==> config.mk <==
export PLATFORM = sky130hd
export DESIGN_NAME = vwr_fifo
export DESIGN_NICKNAME = d
export VERILOG_FILES = /design/src/hw/rtl/vwr_fifo.sv
export SDC_FILE = /design/constraint.sdc
export NUM_CORES = 1
export LEC_CHECK = 0
export BUFFER_PORTS_ARGS = -buffer_cell sky130_fd_sc_hd__buf_2
export CAP_MARGIN = 20
export CORE_UTILIZATION = 44
export CTS_CLUSTER_SIZE = 40
export DETAILED_ROUTE_END_ITERATION = 10
export HOLD_SLACK_MARGIN = 0.08
export PLACE_DENSITY = 0.72
export SYNTH_ARGS = -nofsm -noshare
export SYNTH_HDL_FRONTEND = slang
export SYNTH_SLANG_ARGS = --single-unit
==> constraint.sdc <==
create_clock -name clk -period 1.5 [get_ports clk]
set_clock_uncertainty 0.2 [all_clocks]
set_input_delay 0.225 -clock clk [delete_from_list [all_inputs] [get_ports clk]]
set_output_delay 0.225 -clock clk [all_outputs]
set_load 0.01 [all_outputs]
==> src/hw/rtl/vwr_fifo.sv <==
// ----------------------------------------------------------------------------
// Vertex weld remap queue
// Small register queue with push/full and pop/empty sides.
// ----------------------------------------------------------------------------
module vwr_fifo #(
    parameter int WIDTH = 8,
    parameter int DEPTH = 2
) (
    input  logic             clk,
    input  logic             rst_n,
    input  logic             push,
    output logic             full,
    input  logic [WIDTH-1:0] wdata,
    input  logic             pop,
    output logic             empty,
    output logic [WIDTH-1:0] rdata
);

    localparam int PTR_W = (DEPTH > 1) ? $clog2(DEPTH) : 1;
    localparam int CNT_W = $clog2(DEPTH + 1);

    logic [WIDTH-1:0] slot_reg [DEPTH];
    logic [PTR_W-1:0] wr_ptr_reg, wr_ptr_next;
    logic [PTR_W-1:0] rd_ptr_reg, rd_ptr_next;
    logic [CNT_W-1:0] count_reg, count_next;
    logic             do_push;
    logic             do_pop;

    assign full    = (count_reg == CNT_W'(DEPTH));
    assign empty   = (count_reg == '0);
    assign do_push = push & ~full;
    assign do_pop  = pop & ~empty;
    assign rdata   = slot_reg[rd_ptr_reg];

    // Pointer and occupancy update, wrapping at the queue depth.
    always_comb
    begin
        wr_ptr_next = wr_ptr_reg;
        rd_ptr_next = rd_ptr_reg;
        count_next  = count_reg;
        if (do_push)
        begin
            wr_ptr_next = (wr_ptr_reg == PTR_W'(DEPTH - 1)) ? '0 : wr_ptr_reg + PTR_W'(1);
        end
        if (do_pop)
        begin
            rd_ptr_next = (rd_ptr_reg == PTR_W'(DEPTH - 1)) ? '0 : rd_ptr_reg + PTR_W'(1);
        end
        if (do_push && !do_pop)
        begin
            count_next = count_reg + CNT_W'(1);
        end
        else if (do_pop && !do_push)
        begin
            count_next = count_reg - CNT_W'(1);
        end
    end

    always_ff @(posedge clk or negedge rst_n)
    begin
        if (!rst_n)
        begin
            wr_ptr_reg <= '0;
            rd_ptr_reg <= '0;
            count_reg  <= '0;
        end
        else
        begin
            wr_ptr_reg <= wr_ptr_next;
            rd_ptr_reg <= rd_ptr_next;
            count_reg  <= count_next;
        end
    end

    // Word storage needs no reset.
    always_ff @(posedge clk)
    begin
        if (do_push)
        begin
            slot_reg[wr_ptr_reg] <= wdata;
        end
    end

endmodule

# Yosys cells after proc, flatten, opt, wreduce, memory -nomap -nowiden
# Memory sizes are Yosys's and may differ from the RTL's.
# Index checks and enable logic that the tools add are counted.
classes:
  add_sub_neg: 4
  reduce_logical: 6
  muxes: 6
  n_bitwise: 4
  n_eq_ne: 1
op_table:
  columns: ["cell", "n"]
  rows:
  - ["two-way mux 1 bit", 4]
  - ["two-way mux 2 bit", 2]
  - ["adder 1 bit, second input constant", 2]
  - ["adder 2 x 1 -> 2 bit, second input constant", 1]
  - ["bitwise AND 1 bit", 2]
  - ["== test 2 bit, second input constant", 1]
  - ["logical AND 1 bit", 2]
  - ["logical NOT 1 bit", 2]
  - ["logical NOT 2 bit", 1]
  - ["inverter 1 bit", 2]
  - ["nonzero test 2 bit", 1]
  - ["subtractor 2 x 1 -> 2 bit, second input constant", 1]
word_totals:
  elab_cells: 25
  ff_bits: 4
  out_inout_bits: 10
  ram_bits: 16
  memories: 1
mem_list:
  columns: ["name", "words", "word_bits", "rd", "rd_clocked_by_memory_dff", "write_ports", "line_no", "source"]
  rows:
  - ["slot_reg", 2, 8, 1, 0, 1, "22", "logic [WIDTH-1:0] slot_reg [DEPTH];"]

# Longest topological paths before layout
logic_depth:
  word_depth: 7
  depth_mapped: 7

# Least setup slack after synthesis
# Ideal clock, no wire load.
synth_timing:
  path_type: "register -> register"
  start: "register count_reg[0]"
  end: "memory slot_reg[0][0], enable pin"
  arrival_time_ns: 1.022
  stages_incl_launch_ff: 4
  period_less_slack_ns: 1.592
  path_slack_ns: -0.092
  n_path_buf: 0
  path_cell_list: "dfrtp_1 nand2b_1 nand2_2 nor2_1"
synth_via:
  elab_chain_len: 5
synth_rtl:
  columns: ["item", "line_no", "source"]
  rows:
  - ["from (decl)", "25", "logic [CNT_W-1:0] count_reg, count_next;"]
  - ["from (signal assigned)", "71", "count_reg <= count_next;"]
  - ["== test 2 bit", "29", "assign full = (count_reg == CNT_W'(DEPTH));"]
  - ["inverter 1 bit", "31", "assign do_push = push & ~full;"]
  - ["bitwise AND 1 bit", "31", null]
  - ["two-way mux 1 bit", "78", "if (do_push)"]
  - ["two-way mux 1 bit (implied by the code)", "80", "slot_reg[wr_ptr_reg] <= wdata;"]
  - ["to (decl)", "22", null]
# No other way between the ends.

# Worst setup path after layout
layout_timing:
  start: "register rd_ptr_reg"
  end: "output port rdata[4]"
layout_via:
  elab_chain_len: 1
layout_rtl:
  columns: ["item", "line_no", "source"]
  rows:
  - ["from (decl)", "24", "logic [PTR_W-1:0] rd_ptr_reg, rd_ptr_next;"]
  - ["from (signal assigned)", "70", "rd_ptr_reg <= rd_ptr_next;"]
  - ["memory read (2 x 8 bit)", null, null]
  - ["to (decl)", "16", "output logic [WIDTH-1:0] rdata"]
# No other way between the ends.

==> flow_summary.yaml <==
outcome:
  outcome: "finished with violations"
  failed_checks: "setup timing"
finish:
  syn2layout_area_growth_pct: 63.4
  drive_above_1_share: 0.622
  nFillCells: 92
  num-nets-final: 104
  n_antenna_cell: 0
  largest_reg_flops: 16
floorplan:
  start_util: 0.496
  die_width_microns: 44.2
  die_h_microns: 44.2
  fp.dieArea_sq_mm: 0.00195
  num_rows: 14
  ioPinCount: 22
  fp.coreArea_sq_mm: 0.00158
setup_path:
  endpoint_kind: "output port"
  crit_fanout: 4
  worstPathRequired_ps: 1070
  criticalPathCategory: "reg -> out"
  rr_endpoint: "count_reg[1]$_DFFE_PN0P_"
  reg2reg_slack_ps: -30
  r2r_cells: 7
  cp.arrival_ps: 1280
  rr_startpoint: "count_reg[0]$_DFFE_PN0P_"
  startpoint: "rd_ptr_reg$_DFFE_PN0P_"
  startpoint_type: "flip-flop"
  cp-endpoint: "rdata[4]"
cts:
  ctsHtreeMaxLevel: 1
  clock-root-buffer: "clkbuf_4"
  clkSinkCount: 20
  cts_buffer_depth: 2
  clkTransAtPathRegs_ps: 100
  clock_latency_ps: 290
  cts_tree: "yes"
  numCtsBuffers: 3
sta:
  setup_viol: 9
  slew_headroom: 0.855
  fin_ws_ps: -202
  fin_crit_sh: 1.13
  slew_viol_final: 0
  rsz0062_at_grt: "true"
  period_needed_ps: 1700
  finalHoldViolations: 0
  whs_ps: 114
  fmaxAchievable_ghz: 0.588
  worstMarginPinSlew_ps: 217
yosys:
  synth_edf_count: 16
  synth_fp_nets: 57
  synth.area.top_cells: "edfxtp_1, dfrtp_1, mux2_1"
  async_flop_share: 0.200
  ys.flop_type: "edfxtp_1"
  seq_area_frac_synth: 0.742
  synth_seq_cells: 20
  yosys_warnings: 0
  synth_cell_types: 15
  yosys.area.top_type: "edfxtp_1"
  syn_area_per_cell_sq_um: 17.8
  synth_top_area_share: 0.614
  synth_area_sq_um: 782
  synthCells: 44
global_route:
  grtUsageTotal: 0.157
  first_global_vias: 532
  grt_pass1_wl_microns: 2180
  grt_max_degree: 12
  grt_antenna_before_repair: 0
  grt_overflow: 0
power_and_ir_drop:
  irDropWorstVdd_mv: 1.21
  powerDensity_mw_per_mm2: 1870
  p_leak_nw: 0.548
placed_design:
  place_congestion: 0.673
  numPortBuffers: 21
  place_ws_ps: -35.6
drt:
  firstDrtPassIters: 5
  wl_per_cell_microns: 13.7
  antenna_left: 0
  wirelength_microns: 1450
  via_per_inst: 4.77
  drt_iter0_drc: 4
  drc: 0
  num_vias: 506
worst_hold_path:
  min_path_type: "in -> reg"
job:
  drv_cap: 0
[worst min-delay path by stage]
stage,startpoint,to,slack (ps),depth (start not counted)
floorplan,rst_n,count_reg[0]$_DFFE_PN0P_,-270,0
CTS,pop,rd_ptr_reg$_DFFE_PN0P_,110,4
global route,push,wr_ptr_reg$_DFFE_PN0N_,110,4
finish,push,wr_ptr_reg$_DFFE_PN0N_,110,4
detailed placement,rst_n,count_reg[1]$_DFFE_PN0P_,-160,1
global placement,rst_n,count_reg[1]$_DFFE_PN0P_,-170,1
[critical path: stages, from the launching register on]
cell and delay, ps:
dfrtp_2 440, buf_6 140, mux2_4 300, buf_6 120
[per-layer routing]
layer	vias to the layer above	track usage	part of all wire	wire, microns
met5	-	0	0	0
met4	0	0.0727	0.010	15
met3	2	0.0408	0.021	31
met2	10	0.282	0.56	820
met1	242	0.170	0.40	586
li1	252	-	-	-
[timing repair]
action / CTS / global route
pin swaps: 4 / 1
setup endpoints to repair: 18 / 19
hold buffers: 10 / 0
buffers inserted: 1 / 5
endpoints found under the hold margin: 20 / 0
resized for setup: 8 / 26
[Yosys cell counts, types with 2 or more instances]
cell type and number:
edfxtp_1 16, dfrtp_1 4, inv_1 2, xnor2_1 2
xor2_1 2, mux2_2 2, nor2_1 3, mux2_1 6
[placed cells by master (no fill, tap or decap), drive strengths merged]
cell and instances:
buf 33, edfxtp 16, dlygate4sd3 10, mux2 8, dfrtp 4, clkbuf 3
nor2 3, xnor2 3, inv 2, xor2 2, nand2b 1, nand2 1
o21ai 1, and3 1, ha 1, clkinv 1
[kinds of logic (layout without fill, tap and decap cells)]
kind of cell	Yosys count	after routing	synth area share
AOI/OAI and AO/OA	1	1	0.00639
xor gates and xnor gates	5	5	0.0656
adders and majority gates	1	1	0.0160
buffers and inverters	3	49	0.0160
DFF	20	20	0.742
muxes	8	8	0.115
and+or+nand+nor	6	6	0.0384
[report_power, final]
part | switching [W] | internal [W] | leakage, nW | total [W]
logic | 0.000479 | 0.000782 | 0.339 | 0.00126
registers | 0.000102 | 0.000782 | 0.193 | 0.000884
clock network | 0.000147 | 0.0000965 | 0.0154 | 0.000243
[cell type report]
type,count,area [sq um],share of cell area
clock inverter,1,3.75,0.00294
inverter,2,7.51,0.00588
multi-input combinational,21,256,0.201
sequential,20,583,0.456
tap,16,20.0,0.0157
timing repair buffer,43,384,0.301
clock buffer,3,22.5,0.0176
[per-stage QoR]
stage | instance area (sq um) | total power (W) | TNS (ps) | cells | util
3_3_place_gp | 965 | 0.00159 | 0 | 86 | 0.612
4_1_cts | 1130 | 0.00197 | -1620 | 101 | 0.717
6_report | 1280 | 0.00239 | -1610 | 106 | 0.810
2_1_floorplan | 800 | 0.00132 | -0.793 | 44 | -
3_5_place_dp | 965 | 0.00161 | -39.1 | 86 | 0.612
5_1_grt | 1280 | 0.00252 | -2450 | 106 | 0.810
Power figures use the tool's default switching activity.
