**src/hw/rtl/vwr_pkg.sv**
```systemverilog
// ----------------------------------------------------------------------------
// Vertex weld remap package
// Fixed field widths, command and status codes shared by the block.
// ----------------------------------------------------------------------------
package vwr_pkg;

    // Fixed widths of the external fields.
    localparam int EPS_W       = 52;
    localparam int FIELD_IDX_W = 10;
    localparam int STATUS_W    = 2;
    localparam int RES_W       = FIELD_IDX_W + STATUS_W;

    // Meaning of the action field.
    localparam logic ACT_ADD   = 1'b0;
    localparam logic ACT_REMAP = 1'b1;

    // Commands handed from the front end to the back end.
    typedef enum logic [1:0] {
        OP_ADD,
        OP_REMAP,
        OP_FULL,
        OP_UNLOADED
    } op_t;

    // Result status codes.
    typedef enum logic [STATUS_W-1:0] {
        ST_OK       = 2'd0,
        ST_FULL     = 2'd1,
        ST_UNLOADED = 2'd2
    } status_t;

    // Status of the distance pipeline as seen by the scan controller.
    typedef struct packed {
        logic hit;
        logic busy;
    } dist_stat_t;

endpackage

```
**src/hw/rtl/vwr_front.sv**
```systemverilog
// ----------------------------------------------------------------------------
// Vertex weld remap front end
// Accepts input words, tracks the vertex count and classifies each word.
// ----------------------------------------------------------------------------
module vwr_front #(
    parameter int MAX_VERTS  = 1024,
    parameter int COORD_BITS = 24,
    parameter int CMD_W      = 2 + 3 * COORD_BITS + $clog2(MAX_VERTS)
) (
    input  logic                          clk,
    input  logic                          rst_n,
    input  logic                          push,
    output logic                          full,
    input  logic                          action,
    input  logic [COORD_BITS-1:0]         coord_x,
    input  logic [COORD_BITS-1:0]         coord_y,
    input  logic [COORD_BITS-1:0]         coord_z,
    input  logic [vwr_pkg::FIELD_IDX_W-1:0] query_index,
    output logic                          cmd_push,
    input  logic                          cmd_full,
    output logic [CMD_W-1:0]              cmd_data
);

    import vwr_pkg::*;

    localparam int IDX_W = $clog2(MAX_VERTS);
    localparam int CNT_W = $clog2(MAX_VERTS + 1);
    localparam int CMP_W = (CNT_W > FIELD_IDX_W) ? CNT_W : FIELD_IDX_W;

    logic [CNT_W-1:0] count_reg, count_next;
    logic             accept;
    op_t              op;
    logic [IDX_W-1:0] idx;
    logic [CMP_W-1:0] q_ext;
    logic [CMP_W-1:0] cnt_ext;

    assign full     = cmd_full;
    assign accept   = push & ~cmd_full;
    assign cmd_push = accept;
    assign cmd_data = {op, coord_z, coord_y, coord_x, idx};

    // Classify the word against the count of vertices already committed
    // or queued ahead of it.
    always_comb
    begin
        q_ext      = CMP_W'(query_index);
        cnt_ext    = CMP_W'(count_reg);
        count_next = count_reg;
        op         = OP_ADD;
        idx        = count_reg[IDX_W-1:0];
        if (action == ACT_ADD)
        begin
            if (count_reg == CNT_W'(MAX_VERTS))
            begin
                op = OP_FULL;
            end
            else if (accept)
            begin
                count_next = count_reg + CNT_W'(1);
            end
        end
        else
        begin
            idx = q_ext[IDX_W-1:0];
            op  = (q_ext >= cnt_ext) ? OP_UNLOADED : OP_REMAP;
        end
    end

    always_ff @(posedge clk or negedge rst_n)
    begin
        if (!rst_n)
        begin
            count_reg <= '0;
        end
        else
        begin
            count_reg <= count_next;
        end
    end

endmodule

```
**config.mk**
```make
export PLATFORM = sky130hd
export DESIGN_NAME = vwr_front
export DESIGN_NICKNAME = d
export VERILOG_FILES = /design/src/hw/rtl/vwr_pkg.sv /design/src/hw/rtl/vwr_front.sv
export SDC_FILE = /design/constraint.sdc
export NUM_CORES = 1
export LEC_CHECK = 0
export BUFFER_PORTS_ARGS = -buffer_cell sky130_fd_sc_hd__buf_2
export CORE_ASPECT_RATIO = 0.8
export CORE_MARGIN = 2
export CORE_UTILIZATION = 30
export CTS_BUF_LIST = sky130_fd_sc_hd__clkbuf_8
export DETAILED_ROUTE_END_ITERATION = 12
export PLACE_DENSITY = 0.83
export SLEW_MARGIN = 10
export SYNTH_ARGS = -nofsm -noshare
export SYNTH_HDL_FRONTEND = slang
export SYNTH_SLANG_ARGS = --single-unit
```
**constraint.sdc**
```tcl
create_clock -name clk -period 1.86 [get_ports clk]
set_clock_uncertainty 0.15 [all_clocks]
set_input_delay 0.279 -clock clk [delete_from_list [all_inputs] [get_ports clk]]
set_output_delay 0.279 -clock clk [all_outputs]
set_load 0.02 [all_outputs]
```
After elaboration in Yosys (flattened, before gate mapping). Cells that the tools add are included.

Register bits after elaboration: 11.

Add/sub/neg operators: 1. $lt $le $gt $ge: 1. Eq/ne operators: 1. Mux-type cells: 4. Bitwise gates (word level): 4. Reduce and logical (&&, ||, !) cells: 1.

Operator list (number): $add 11x1->11 const B (1); $eq 11x11->1 const B (1); $ge 10x11->1 (1); $mux 10 (1); $mux 2 (3); $not 1->1 (3); $reduce_and 3->1 (1); $and 1x1->1 (1).

Depth between registers and ports, before layout.
Depth in word-level cells: 3. Depth in mapped cells: 6. Mapped depth without buffers: 6.

Worst setup path after synthesis. No wires, ideal clock.

Kind: register to output. Start point: register count_reg[6] (netlist: cnt_ext[6]). End point: output port cmd_data[83]. Arrival: 1.618 ns. Path slack: -0.187 ns. Cell stages (with the launch flop): 7. Cell sequence: dfrtp_1 inv_1 ha_1 nand3_1 o211ai_1 a21oi_1 o31ai_1.

Cells in the longest elaborated chain, start to end: 3. Elaborated cells between the ends (all ways): 5. Those cells by class: order compare (1); eq/ne (1); mux (3).

Ends and longest elaborated chain: start: declaration (line vwr_front.sv:30) `logic [CNT_W-1:0] count_reg, count_next;`; start signal: assignment (line vwr_front.sv:77) `count_reg <= count_next;`; $ge 10x11->1 / $eq 11x11->1 (equally long branches) (line vwr_front.sv:65, vwr_front.sv:53); $mux 2, on equally long branches (line vwr_front.sv:65, vwr_front.sv:53); $mux 2 (*) (line vwr_front.sv:51) `if (action == ACT_ADD)`; end: declaration (line vwr_front.sv:21) `output logic [CMD_W-1:0] cmd_data`.

Every way passes the cells marked *; elsewhere a longest branch is shown, timed or not.

Final worst setup path.
Start point: register count_reg[7] (netlist: cnt_ext[7]). End point: output port cmd_data[83].

The elaborated chain is that of the path after synthesis.

==> metrics.md <==
| Metric | Value |
|---|---|
| Status | finished, violations left |
| Failing checks | negative setup slack |
| Sequential-to-total area share from yosys stat | 18.88% |
| Dpl cell area | 0.001236 mm^2 |
| RSZ-0062 raised after global routing | true |
| ANT nets after route | 0 |
| I/O pins | 173 |
| CP Data Arrival Time | 1.73 ns |
| Flop pwr share | 26.9% |
| Die H | 66.35 um |
| Longest Clk Path Bufs | 2 |
| Die W | 81.93 um |
| Drt first-iter violations | 18 |
| # diodes | 0 |
| Layout Nets | 254 |
| Largest net degree at the start of global routing | 17 |
| Setup crit end kind | output port |
| Worst Hold Class | in -> reg |
| Routability Congestion | 0.7734 |
| F_max | 462.3 MHz |
| Hold Fails Final Rpt | 0 |
| Pwr Total | 1245 uW |
| Crit path launch type | flop |
| DR WL/cell | 13.00 um |
| Detailed Routing Iterations Pass 1 | 4 |
| Peak supply drop | 0.5940 mV |
| Final setup violation count | 1 |
| Mapped Cells | 179 |
| Rows | 22 |
| Routed vias/inst | 4.519 |
| Share of post-route cells with drive strength above 1 | 42.86% |
| Area grow syn2layout | -4.550% |
| MaxCap Viol Count | 0 |
| CTS root buf | clkbuf_8 |
| Static leakage | 0.0006444 uW |
| IO Port Bufs | 28 |
| Routed WL | 2.783 mm |
| Post-route cell area | 0.001391 mm^2 |
| Num Clock Sinks | 11 |
| Clock H-tree levels | 1 |
| Worst-Skew Late Latency | 0.24 ns |
| Final Max Tran Viols | 0 |
| Switching Power | 494.7 uW |
| PnR worst setup slack | -0.3029 ns |
| Reg-to-Reg Start | cnt_ext[6]$_DFFE_PN0P_ |
| Unique masters post-synth | 26 |
| Required @ worst endpoint | 1.43 ns |
| Tmin final | 2.163 ns |
| Rel. slew slack | 76.74% |
| DP HPWL | 2.116 mm |
| Mapped Avg Cell Area | 8.143 um^2 |
| CTS tree | done |
| Synthesized area | 0.001458 mm^2 |
| Via count | 967 |
| Pint | 750.3 uW |
| Synth Warn # | 0 |
| Initial Util | 31.52% |
| Num CTS Buffers | 3 |
| Initial antenna violation count | 0 |
| Reg2Reg Capture Point | cnt_ext[1]$_DFFE_PN0P_ |
| Syn_nets | 278 |
| Grt total ovfl | 0 |
| Switch share | 39.73% |
| Clk pin slew, worst setup/hold paths | 0.06 ns |
| Core Box Area | 0.004624 mm^2 |
| Final period utilization | 116.3% |
| Combinational share of power | 53.4% |
| CP Launch Point | cnt_ext[7]$_DFFE_PN0P_ |
| Clk network pwr share | 19.7% |
| Power density cells | 894.8 mW/mm^2 |
| Slew @ Worst Pin | 0.3485 ns |
| WS Path Type | reg -> out |
| R2R cell count | 6 |
| Worst-path maximum fanout | 3 |
| End of the critical path | cmd_data[83] |
| Vias in the first global route | 859 |
| Yosys reg bits | 11 |
| Die area | 0.005436 mm^2 |
| First-pass GRT wire length | 4.002 mm |
| Post-layout util | 30.09% |
| Max reg flops | 11 |
| Overall Global Routing Usage | 9.969% |
| R2r setup slk | 0.01 ns |
| Drc violations | 0 |
power groups by stage:
stage	logic [uW]	clock network (uW)	registers [uW]
after global routing	733	257	343
after floorplan	520	0	359
after CTS	627	244	331
final	664	245	335
after global placement	563	0	328
after detailed placement	580	0	334
what timing repair did:
| action | CTS | global route |
|---|---|---|
| hold buffers | 1 | 0 |
| resized for setup | 7 | 9 |
| endpoints found under the setup margin | 1 | 2 |
| hold endpoints to repair | 11 | 0 |
| setup buffers | 1 | 2 |
| pin swaps | 5 | 7 |
Yosys cell counts (all sizes together):
library cell	count	area [um^2]
buf	74	555.5
nand2	18	67.56
ha	12	150.1
dfrtp	11	275.3
inv	11	41.29
o21ai	11	55.05
xnor2	10	87.58
a21oi	5	25.02
nand4	4	25.02
and3	3	20.02
nand3	3	15.01
clkbuf	2	7.510
nor2	2	7.510
nor2b	2	12.51
nor4	2	18.77
and2	1	8.760
mux2	1	15.01
nand2b	1	6.260
nor3	1	5.000
nor3b	1	18.77
nor4b	1	15.01
o211ai	1	7.510
o22a	1	10.01
o31ai	1	7.510
cell type report:
class / instances / area, um^2
clock buffer: 3 / 41.29
clock inverter: 1 / 3.754
fill: 492 / 3233
inverter: 11 / 41.29
multi-input combinational: 81 / 659.4
sequential: 11 / 275.3
tap: 60 / 75.07
timing repair buffer: 47 / 295.3
cell usage in the layout, fill, tap and decap left out:
cell,instances
buf_2,27
nand2_1,18
buf_4,17
dfrtp_1,11
xnor2_1,10
inv_1,9
o21ai_0,9
ha_1,9
a21oi_1,4
nand4_1,4
inv_2,3
ha_4,3
clkbuf_8,3
nor2b_1,2
nor2_1,2
nand3_1,2
and3_1,2
buf_6,2
o21ai_1,1
nand2b_1,1
o21ai_2,1
nand3_2,1
o211ai_1,1
a21oi_2,1
nor4b_4,1
nor4_4,1
o22a_2,1
o31ai_4,1
nor3b_4,1
and2_4,1
mux2_4,1
and3_2,1
nor3_1,1
nor4_1,1
dlygate4sd3_1,1
routing by layer:
| metal | up-vias | wire [um] | track usage [%] |
|---|---|---|---|
| met1 | 449 | 1208 | 11.93 |
| met3 | 6 | 317 | 6.284 |
| met4 | 0 | 35 | 4.167 |
| met2 | 54 | 1222 | 14.02 |
| li1 | 458 | - | - |
| met5 | - | 0 | 0 |
logic make-up (layout without fill, tap and decap cells):
group	count (synthesis)	in the layout	share of synthesized area [%]
buf+inv	87	62	41.46
simple gates	39	39	15.11
compound gates	19	19	7.210
fa+ha+maj	12	12	10.30
flops	11	11	18.88
xor+xnor	10	10	6.008
mux	1	1	1.030
how the worst min path moves through the flow:
stage | endpoint | cells past startpoint | slack, ns | startpoint
final | cnt_ext[2]$_DFFE_PN0P_ | 4 | 0.28 | cmd_full
after global placement | cnt_ext[8]$_DFFE_PN0P_ | 1 | 0.02 | rst_n
after detailed placement | cnt_ext[8]$_DFFE_PN0P_ | 1 | 0.02 | rst_n
after global routing | cnt_ext[2]$_DFFE_PN0P_ | 4 | 0.31 | cmd_full
after floorplan | cnt_ext[0]$_DFFE_PN0P_ | 0 | -0.17 | rst_n
after CTS | cnt_ext[4]$_DFFE_PN0P_ | 4 | 0.28 | cmd_full
worst max-delay path: stages, from the launching register on:
cell	delay (ns)
dfrtp_1	0.36
inv_2	0.06
ha_4	0.28
nand3_2	0.08
o211ai_1	0.25
a21oi_2	0.09
o31ai_4	0.23
buf_6	0.15
metrics by stage:
step	setup TNS, ns	cells	worst slack, ns	hold WS, ns
floorplan	0	179	0.03773	-0.1666
global placement	-0.1104	206	-0.1104	0.02229
detailed placement	-0.1358	206	-0.1358	0.02170
CTS	-0.2606	212	-0.2606	0.2833
global route	-0.4438	214	-0.4054	0.3065
finish	-0.3029	214	-0.3029	0.2821
No activity file was read; power rests on OpenSTA's default activity.
